## src/design/rtys_pkg.sv

```systemverilog
// Shared types, widths and constants for the RGB to YCbCr subsampler.
package rtys_pkg;

	// Channel fixed point: 2**CHANNEL_FRACTION_BITS is one
	localparam int CHANNEL_FRACTION_BITS = 12;
	localparam int F = CHANNEL_FRACTION_BITS;

	// Clamped channel, 0..one
	localparam int CH_W  = F + 1;
	// Unsigned weight times channel
	localparam int P_W   = F + 17;
	// Channel term plus half offset, unsigned
	localparam int T_W   = F + 18;
	// Signed component value fed to the mapping stage
	localparam int V_W   = F + 19;
	// Mapped numerator, signed
	localparam int N_W   = F + 37;
	// Clamped numerator, unsigned, up to the denominator
	localparam int D_W   = F + 34;
	// Numerator times 255 plus half the denominator
	localparam int X_W   = F + 42;
	// Scaled dividend and quotient of the final divide
	localparam int TQ_W  = 24;
	localparam int QUO_W = 8;

	// Q16 weights, coefficients and range ends
	localparam int K_W    = 16;
	localparam int W_W    = 17;
	localparam int SPAN_W = 18;
	localparam int LOWB_W = 34;
	localparam logic [W_W-1:0] ONE_Q16 = 17'h10000;

	// Queue between front and back
	localparam int Q_DEPTH = 8;
	localparam int Q_AW    = 3;
	localparam int FS_CNT_W = 3;
	localparam int OCC_W   = Q_AW + 2;

	// Configuration port
	localparam int CFG_IDX_W  = 3;
	localparam int CFG_DATA_W = 17;

	typedef enum logic [CFG_IDX_W-1:0] {
		CFG_KB          = 3'd0,
		CFG_KR          = 3'd1,
		CFG_FORMAT      = 3'd2,
		CFG_LUMA_LOW    = 3'd3,
		CFG_LUMA_HIGH   = 3'd4,
		CFG_CHROMA_LOW  = 3'd5,
		CFG_CHROMA_HIGH = 3'd6
	} cfg_reg_t;

	// Chroma format codes; the unused fourth code acts as full resolution
	localparam logic [1:0] FMT_420 = 2'd0;
	localparam logic [1:0] FMT_422 = 2'd1;
	localparam logic [1:0] FMT_444 = 2'd2;

	// Reset values
	localparam logic [K_W-1:0] KB_RESET = 16'd4732;
	localparam logic [K_W-1:0] KR_RESET = 16'd13933;
	localparam logic [1:0]     FMT_RESET = FMT_420;
	localparam logic [W_W-1:0] LOW_RESET  = 17'd0;
	localparam logic [W_W-1:0] HIGH_RESET = ONE_Q16;

	typedef enum logic [1:0] {
		PLANE_Y  = 2'd0,
		PLANE_CB = 2'd1,
		PLANE_CR = 2'd2
	} plane_t;

	// Register contents plus the values derived from them
	typedef struct packed {
		logic [K_W-1:0]           kb;
		logic [K_W-1:0]           kr;
		logic signed [SPAN_W-1:0] kg;
		logic [W_W-1:0]           wb;
		logic [W_W-1:0]           wr;
		logic [1:0]               fmt;
		logic [W_W-1:0]           luma_low;
		logic [W_W-1:0]           chroma_low;
		logic signed [SPAN_W-1:0] luma_span;
		logic signed [SPAN_W-1:0] chroma_span;
	} cfg_t;

	// One classified pixel waiting for the back end
	typedef struct packed {
		logic signed [V_W-1:0] vy;
		logic signed [V_W-1:0] vb;
		logic signed [V_W-1:0] vr;
		logic                  keep;
	} pix_t;

	// Front status towards the top level
	typedef struct packed {
		logic                push;
		logic [FS_CNT_W-1:0] inflight;
	} front_stat_t;

endpackage

```

## src/design/rtys_back.sv

```systemverilog
// Back end: sequences Y per pixel, plus Cb and Cr at kept chroma positions, and maps each to a rounded byte.
module rtys_back (
	input  logic                  clk,
	input  logic                  arst_n,
	input  rtys_pkg::cfg_t        cfg,
	input  rtys_pkg::pix_t        head,
	input  logic                  empty,
	output logic                  pop,
	output logic                  result_valid,
	output logic [1:0]            plane,
	output logic [7:0]            sample_byte,
	output logic                  last_of_pixel
);

	typedef struct packed {
		logic [rtys_pkg::TQ_W-1:0] rem;
		logic [1:0]                q;
	} div_t;

	rtys_pkg::plane_t seq_q, seq_d;
	logic issue, job_last;
	logic signed [rtys_pkg::V_W-1:0]    job_v;
	logic [rtys_pkg::W_W-1:0]           job_w, job_low;
	logic signed [rtys_pkg::SPAN_W-1:0] job_span;

	logic valid_s1, valid_s2, valid_s3, valid_s4, valid_s5;
	logic valid_s6, valid_s7, valid_s8, valid_s9;
	rtys_pkg::plane_t plane_s1, plane_s2, plane_s3, plane_s4, plane_s5;
	rtys_pkg::plane_t plane_s6, plane_s7, plane_s8, plane_s9;
	logic last_s1, last_s2, last_s3, last_s4, last_s5, last_s6, last_s7, last_s8, last_s9;
	logic [rtys_pkg::W_W-1:0] w_s1, w_s2, w_s3, w_s4, w_s5, w_s6, w_s7, w_s8;
	logic signed [rtys_pkg::V_W-1:0]    v_s1;
	logic [rtys_pkg::W_W-1:0]           low_s1;
	logic signed [rtys_pkg::SPAN_W-1:0] span_s1;
	logic signed [rtys_pkg::N_W-1:0]    prod_a_s2;
	logic [rtys_pkg::LOWB_W-1:0]        prod_b_s2;
	logic signed [rtys_pkg::N_W-1:0]    num_s3;
	logic [rtys_pkg::D_W-1:0]           n_s4;
	logic [rtys_pkg::TQ_W-1:0]          t_s5, rem_s6, rem_s7, rem_s8;
	logic [rtys_pkg::QUO_W-1:0]         q_s6, q_s7, q_s8, q_s9;

	logic signed [rtys_pkg::N_W-1:0] den3;
	logic [rtys_pkg::X_W-1:0]        x4;
	div_t ds6, ds7, ds8, ds9;

	// Two restoring quotient bits, top bit weight 2**hi
	function automatic div_t div_step2(input logic [rtys_pkg::TQ_W-1:0] rem,
			input logic [rtys_pkg::W_W-1:0] w, input int hi);
		logic [rtys_pkg::TQ_W:0]   d;
		logic [rtys_pkg::TQ_W-1:0] r;
		div_t res;
		r = rem;
		res.q = '0;
		for (int k = 0; k < 2; k++) begin
			d = (rtys_pkg::TQ_W+1)'(w) << (hi - k);
			if ({1'b0, r} >= d) begin
				r = rtys_pkg::TQ_W'({1'b0, r} - d);
				res.q[1-k] = 1'b1;
			end
		end
		res.rem = r;
		return res;
	endfunction

	// Sequencer state: which plane of the head pixel goes next
	always_ff @(posedge clk or negedge arst_n) begin
		if (!arst_n)
			seq_q <= rtys_pkg::PLANE_Y;
		else
			seq_q <= seq_d;
	end

	// Sequencer next state
	always_comb begin
		seq_d = seq_q;
		unique case (seq_q)
			rtys_pkg::PLANE_Y:  if (!empty && head.keep) seq_d = rtys_pkg::PLANE_CB;
			rtys_pkg::PLANE_CB: if (!empty) seq_d = rtys_pkg::PLANE_CR;
			rtys_pkg::PLANE_CR: if (!empty) seq_d = rtys_pkg::PLANE_Y;
			default:            seq_d = rtys_pkg::PLANE_Y;
		endcase
	end

	// Sequencer outputs: job selection and queue pop
	always_comb begin
		issue    = !empty;
		job_last = 1'b0;
		job_v    = head.vy;
		job_w    = rtys_pkg::ONE_Q16;
		job_span = cfg.luma_span;
		job_low  = cfg.luma_low;
		unique case (seq_q)
			rtys_pkg::PLANE_Y: begin
				job_last = !head.keep;
			end
			rtys_pkg::PLANE_CB: begin
				job_v    = head.vb;
				job_w    = cfg.wb;
				job_span = cfg.chroma_span;
				job_low  = cfg.chroma_low;
			end
			rtys_pkg::PLANE_CR: begin
				job_last = 1'b1;
				job_v    = head.vr;
				job_w    = cfg.wr;
				job_span = cfg.chroma_span;
				job_low  = cfg.chroma_low;
			end
			default: ;
		endcase
		pop = issue && job_last;
	end

	// Combinational helpers for the clamp, scale and divide stages
	always_comb begin
		den3 = $signed(rtys_pkg::N_W'(w_s3) << (rtys_pkg::F + 17));
		x4   = (rtys_pkg::X_W'(n_s4) << 8) - rtys_pkg::X_W'(n_s4)
			+ (rtys_pkg::X_W'(w_s4) << (rtys_pkg::F + 16));
		ds6  = div_step2(t_s5,   w_s5, 7);
		ds7  = div_step2(rem_s6, w_s6, 5);
		ds8  = div_step2(rem_s7, w_s7, 3);
		ds9  = div_step2(rem_s8, w_s8, 1);
	end

	// Stage valids
	always_ff @(posedge clk or negedge arst_n) begin
		if (!arst_n) begin
			valid_s1 <= 1'b0;
			valid_s2 <= 1'b0;
			valid_s3 <= 1'b0;
			valid_s4 <= 1'b0;
			valid_s5 <= 1'b0;
			valid_s6 <= 1'b0;
			valid_s7 <= 1'b0;
			valid_s8 <= 1'b0;
			valid_s9 <= 1'b0;
		end else begin
			valid_s1 <= issue;
			valid_s2 <= valid_s1;
			valid_s3 <= valid_s2;
			valid_s4 <= valid_s3;
			valid_s5 <= valid_s4;
			valid_s6 <= valid_s5;
			valid_s7 <= valid_s6;
			valid_s8 <= valid_s7;
			valid_s9 <= valid_s8;
		end
	end

	// Mapping pipeline and four-stage divide
	always_ff @(posedge clk) begin
		// s1: selected job
		v_s1     <= job_v;
		w_s1     <= job_w;
		span_s1  <= job_span;
		low_s1   <= job_low;
		plane_s1 <= seq_q;
		last_s1  <= job_last;
		// s2: value times span, low end times divisor
		prod_a_s2 <= v_s1 * span_s1;
		prod_b_s2 <= low_s1 * w_s1;
		w_s2      <= w_s1;
		plane_s2  <= plane_s1;
		last_s2   <= last_s1;
		// s3: mapped numerator
		num_s3   <= prod_a_s2 + $signed(rtys_pkg::N_W'(prod_b_s2) << (rtys_pkg::F + 1));
		w_s3     <= w_s2;
		plane_s3 <= plane_s2;
		last_s3  <= last_s2;
		// s4: saturate to 0..denominator
		if (num_s3 < 0)
			n_s4 <= '0;
		else if (num_s3 > den3)
			n_s4 <= rtys_pkg::D_W'(den3);
		else
			n_s4 <= rtys_pkg::D_W'(num_s3);
		w_s4     <= w_s3;
		plane_s4 <= plane_s3;
		last_s4  <= last_s3;
		// s5: times 255 plus half, power-of-two part of the denominator removed
		t_s5     <= x4[rtys_pkg::F + 17 + rtys_pkg::TQ_W - 1 : rtys_pkg::F + 17];
		w_s5     <= w_s4;
		plane_s5 <= plane_s4;
		last_s5  <= last_s4;
		// s6..s9: quotient by the divisor, two bits a stage
		rem_s6   <= ds6.rem;
		q_s6     <= rtys_pkg::QUO_W'(ds6.q) << 6;
		w_s6     <= w_s5;
		plane_s6 <= plane_s5;
		last_s6  <= last_s5;
		rem_s7   <= ds7.rem;
		q_s7     <= q_s6 | (rtys_pkg::QUO_W'(ds7.q) << 4);
		w_s7     <= w_s6;
		plane_s7 <= plane_s6;
		last_s7  <= last_s6;
		rem_s8   <= ds8.rem;
		q_s8     <= q_s7 | (rtys_pkg::QUO_W'(ds8.q) << 2);
		w_s8     <= w_s7;
		plane_s8 <= plane_s7;
		last_s8  <= last_s7;
		q_s9     <= q_s8 | rtys_pkg::QUO_W'(ds9.q);
		plane_s9 <= plane_s8;
		last_s9  <= last_s8;
	end

	assign result_valid  = valid_s9;
	assign plane         = plane_s9;
	assign sample_byte   = q_s9;
	assign last_of_pixel = last_s9;

`ifndef ASSERT_OFF
	// Cb is always followed at once by Cr of the same pixel
	a_cb_then_cr: assert property (@(posedge clk) disable iff (!arst_n)
		(valid_s9 && plane_s9 == rtys_pkg::PLANE_CB) |=>
		(valid_s9 && plane_s9 == rtys_pkg::PLANE_CR))
		else $error("Cb not followed by Cr");
	// A luma result that does not close its pixel is followed by Cb
	a_y_then_cb: assert property (@(posedge clk) disable iff (!arst_n)
		(valid_s9 && plane_s9 == rtys_pkg::PLANE_Y && !last_s9) |=>
		(valid_s9 && plane_s9 == rtys_pkg::PLANE_CB))
		else $error("open luma result not followed by Cb");
	// Cr always closes a pixel, Cb never does
	a_last_plane: assert property (@(posedge clk) disable iff (!arst_n)
		valid_s9 |-> ((plane_s9 == rtys_pkg::PLANE_CR) == last_s9
			|| plane_s9 == rtys_pkg::PLANE_Y))
		else $error("last flag on wrong plane");
`endif

endmodule

```

## config.mk

```make
export PLATFORM = sky130hd
export DESIGN_NAME = rtys_back
export DESIGN_NICKNAME = d
export VERILOG_FILES = /design/src/design/rtys_pkg.sv /design/src/design/rtys_back.sv
export SDC_FILE = /design/constraint.sdc
export NUM_CORES = 2
export LEC_CHECK = 0
export ABC_AREA = 1
export BUFFER_PORTS_ARGS = -buffer_cell sky130_fd_sc_hd__buf_2
export CORE_MARGIN = 1.5
export CORE_UTILIZATION = 40
export DETAILED_ROUTE_END_ITERATION = 16
export GPL_ROUTABILITY_DRIVEN = 0
export REMOVE_ABC_BUFFERS = 1
export SYNTH_ARGS = -nofsm -noshare
export SYNTH_HDL_FRONTEND = slang
export SYNTH_SLANG_ARGS = --single-unit
```

## constraint.sdc

```tcl
create_clock -name clk -period 5.58 [get_ports clk]
set_input_delay 0.837 -clock clk [delete_from_list [all_inputs] [get_ports clk]]
set_output_delay 0.837 -clock clk [all_outputs]
set_load 0.005 [all_outputs]
```

Word-level counts from Yosys, hierarchy flattened:

Cells that the tools add are included.

* bits of input ports: 253
* logic and storage cells: 115
* flip-flop bits (word level): 540

* bitwise gates (word level): 3
* $lt $le $gt $ge: 10
* multipliers: 2
* multiplexer cells: 25
* reduce and logical (&&, ||, !) cells: 8
* add/sub/neg operators: 10
* equality and inequality tests: 5

Operators by type and width (count)
* $mux 24: 7
* $pmux 31 s2: 1
* $add 53x45->53: 1
* $sub 53x46->53: 1
* $add 49x48->49: 1
* $gt 49x47->1: 1
* $lt 49x1->1 const B: 1
* $mul 31x18->49: 1
* $mux 46: 1
* $mul 17x17->34: 1
* $pmux 17 s2: 1
* $ge 24x17->1: 1
* $ge 24x18->1: 1
* $ge 24x19->1: 1
* $ge 24x20->1: 1
* $ge 24x21->1: 1
* $ge 24x22->1: 1
* $ge 24x23->1: 1
* $ge 24x24->1: 1
* $sub 24x18->24: 1
* $sub 24x19->24: 1
* $sub 24x20->24: 1
* $sub 24x21->24: 1
* $sub 24x22->24: 1
* 19 further kinds: 33

Longest topological paths before layout:

* depth after elaboration: 5
* gate-level depth with buffers: 30

Worst setup path before layout:

Ideal clock, no wire load.

* path kind: register -> register
* start point: reg v_s1[30] in the netlist's numbering
* end point: reg prod_a_s2[47] in the netlist's numbering
* arrival time: 5.797 ns
* library setup time: 0.072 ns
* period minus slack after synthesis: 5.868 ns
* buffers on the path: 2
* setup slack: -0.288 ns
* cell stages (with the launch flop): 20
* path through: dfxtp_1 -> clkbuf_1 -> clkbuf_1 -> nand2_1 -> fa_1 -> inv_1 -> fa_1 -> fa_1 -> fa_1 -> inv_1 -> fa_1 -> inv_1 -> fa_1 -> ha_1 -> inv_1 -> nor4_1 -> nand2_1 -> or2_2 -> o211ai_1 -> xor2_1

* word-level cells in the longest chain between the ends: 1

RTL lines
* start, declared: RTL line rtys_back.sv:32 `logic signed [rtys_pkg::V_W-1:0] v_s1;`
* start signal, assigned: RTL line rtys_back.sv:153 `v_s1 <= job_v;`
* $mul 31x18->49: RTL line rtys_back.sv:160 `prod_a_s2 <= v_s1 * span_s1;`
* end signal, assigned: RTL line rtys_back.sv:160
* end, declared: RTL line rtys_back.sv:35 `logic signed [rtys_pkg::N_W-1:0] prod_a_s2;`

No other way between the ends.
A chain may end at the register's enable or synchronous reset.

Worst setup path in the final report:

* start point: reg span_s1[13] in the netlist's numbering
* end point: reg prod_a_s2[36] in the netlist's numbering

* word-level cells in the longest chain between the ends: 1

RTL lines
* start, declared: RTL line rtys_back.sv:34 `logic signed [rtys_pkg::SPAN_W-1:0] span_s1;`
* start signal, assigned: RTL line rtys_back.sv:155 `span_s1 <= job_span;`
* $mul 31x18->49: RTL line rtys_back.sv:160

No other way between the ends.

==> run summary <==
GR Util All Layers -> 21.4%
critical path class -> reg2reg
crit path capture type -> register
PortBufs -> 213
multi-input logic area -> 41,300 sq um
Synth area leader -> fa_1
ys async rst share -> 2.06%
Critical Path Start Type -> register
Area after DPL -> 64,000 sq um
Post-Layout Cell Count -> 10,100
crit path max fanout -> 5
syn_area_per_cell -> 7.58 sq um
WL/cell -> 15.9 um
final slew viol count -> 0
Synth top area share -> 27.2%
post-synth cell types -> 61
final hold viol count -> 0
drt pass-1 iters -> 6
failing checks -> negative setup slack
Top delay family on crit path -> adder cells
Mapped Area -> 57,800 sq um
Inst Count DP -> 9,921
hold crit path type -> reg2reg
CP peak stage delay -> 570 ps
Core ar. -> 143,000 sq um
Slowest cell on crit path -> fa_1
Reg clk slew, reported paths -> 70 ps
total number of vias -> 49,500
Sequential Area -> 10,900 sq um
# clock sinks -> 534
Final nets -> 9,689
clock buffer depth -> 3
H-tree Lvls -> 2
Post-Route WL -> 161,000 um
M1 wire length -> 71,000 um
met2 routed WL -> 76,600 um
min setup slack post-route -> -42.8 ps
Initial Util -> 40.3%
clock latency on the worst-skew pair -> 700 ps
WL met3 -> 8600 um
largest net degree at the start of global routing -> 67
die height -> 383 um
fillers -> 13,800
Min Clock Period, post-route -> 5620 ps
sequential element share of the synthesized area -> 18.6%
RSZ-0062 raised after global routing -> yes
initial drt markers -> 3,385
final setup fails -> 5
Layout area overhead -> 20.4%
cts bufs inserted -> 61
vias in the first global route -> 49,700
Worst EP arrival -> 6210 ps
share of cells above drive strength 1 -> 16.6%
most common cell in the netlist -> nand2_1
Post-synth EDFFs -> 0
Syn Inst Count -> 7,629
max_slew headroom -> 41.6%
# IOs -> 266
outcome -> complete, but fails checks
Final ANT Viol Nets -> 0
# rows -> 139
Critical Path RT -> 6170 ps
full die area -> 147,000 sq um
final worst path period share -> 101%
Fin Hold WS -> 310 ps
CP Cell Sequence -> clkbuf_16 > nand2_4 > inv_2 > fa_1 > inv_2 > fa_1 > inv_1 > fa_1 > fa_1 > fa_1 > inv_2 > fa_1 > inv_2 > ha_4 > nand2_2 > nor2_4 > inv_2 > o21ai_2 > nand3_1 > o211ai_1 > buf_4 > nand3_2 > nand2_2 > xor2_2
Top Layer Used -> met4
Worst-Margin Slew -> 873 ps
top cells by area, synth -> fa_1 (27%), dfxtp_1 (18%), nand2_1 (13%), inv_1 (12%), ha_1 (10%)
DR vias/cell -> 4.89
ant diodes -> 0
Highest Clock Rate -> 0.178 GHz
antenna violations before repair -> 2
MaxCap Viol Count -> 0
most used cell, CP -> fa_1
Yosys reg bits -> 534
Die X -> 383 um
top post-synthesis cells by count -> nand2_1 (1,934), inv_1 (1,796), fa_1 (786)
HPWL Detailed -> 129,000 um
grt ovf -> 0
first-pass GRT wire length -> 255,000 um
Ys Warns -> 0
Critical path buffers and inverters -> 8
DRC viols -> 0
Final Cell Area -> 69,600 sq um
CTS tree -> done
main flop type after synthesis -> dfxtp_1
clk_skew -> 37.7 ps
Clock Tree Root -> clkbuf_16
[layout make-up]
| class | count | share of cell area, % |
|---|---|---|
| clock buffers | 72 | 2.38 |
| clock inverters | 44 | 0.777 |
| inverters | 1807 | 9.76 |
| multi-input cells | 5043 | 59.4 |
| flip-flops and latches | 534 | 15.6 |
| well taps | 1903 | 3.42 |
| repair buffers | 721 | 8.65 |
[sequential cells by signal, indices dropped and copies added (netlist names), 4 cells and up]
| signal | count |
|---|---|
| low_s1 | 17 |
| n_s4 | 46 |
| num_s3 | 49 |
| prod_a_s2 | 49 |
| prod_b_s2 | 34 |
| q_s7 | 4 |
| q_s8 | 6 |
| rem_s6 | 24 |
| rem_s7 | 24 |
| rem_s8 | 24 |
| sample_byte | 8 |
| span_s1 | 18 |
| t_s5 | 24 |
| v_s1 | 31 |
| w_s1 | 17 |
| w_s2 | 17 |
| w_s3 | 17 |
| w_s4 | 17 |
| w_s5 | 17 |
| w_s6 | 17 |
| w_s7 | 17 |
| w_s8 | 17 |
[kinds of logic after synthesis]
family                   Yosys count  share of synthesized area, %
AO/OA/AOI/OAI                    823                          7.83
XOR/XNOR                         232                          3.51
adder cells (fa/ha/maj)         1268                          37.6
buffers and inverters           2052                          13.5
flip-flops                       534                          18.6
AND/OR/NAND/NOR                 2720                          19.0
[cell usage in the layout (no fill, tap or decap), drive strengths merged, types with 13 or more instances in the layout]
master / instances
nand3: 195
a21o: 28
xnor2: 96
o21bai: 24
dfxtp: 523
nor3: 47
a21oi: 423
buf: 714
clkinv: 18
clkbuf: 78
inv: 1817
nor2: 402
ha: 482
o21ai: 251
nor4: 23
or2: 13
nand4: 79
nand2: 1945
xor2: 136
o211ai: 13
a31oi: 26
fa: 786
a21boi: 20
[final timing paths]
path	start	endpoint	slack [ps]	depth (start not counted)
min	prod_a_s2[9]	num_s3[9]	310	0
max	span_s1[13]	prod_a_s2[36]	-40	24
max reg2reg	span_s1[13]	prod_a_s2[36]	-40	24
max in group asynchronous	arst_n	seq_q[0]	4810	2
min reg2reg	prod_a_s2[9]	num_s3[9]	310	0
min in group asynchronous	arst_n	valid_s6	560	2
[timing repair]
| action | 4_1_cts | 5_1_grt |
|---|---|---|
| setup endpoints to repair | 37 | 47 |
| gates cloned | 4 | 7 |
| hold endpoints to repair | 11 | 0 |
| hold buffers | 1 | 0 |
| pin swaps | 78 | 220 |
| setup buffers | 16 | 63 |
| gates resized for setup | 194 | 499 |
[routing by layer]
| metal | track usage [%] | vias to the layer above |
|---|---|---|
| li1 | - | 24000 |
| met1 | 28.5 | 23800 |
| met2 | 37.0 | 1427 |
| met3 | 1.98 | 296 |
| met4 | 6.08 | 0 |
| met5 | 0 | - |
[stage by stage]
stage	setup WS, ps	utilization (%)	setup TNS [ps]
3_5_place_dp	-343	44.6	-6000
6_report	-42.8	48.5	-153
2_1_floorplan	-349	-	-666
4_1_cts	-47.5	46.9	-145
5_1_grt	-264	48.5	-3100
3_3_place_gp	-333	44.6	-5500
Power is not shown: default switching activity piles up to over one toggle a cycle in this logic, so the estimate is an artifact.
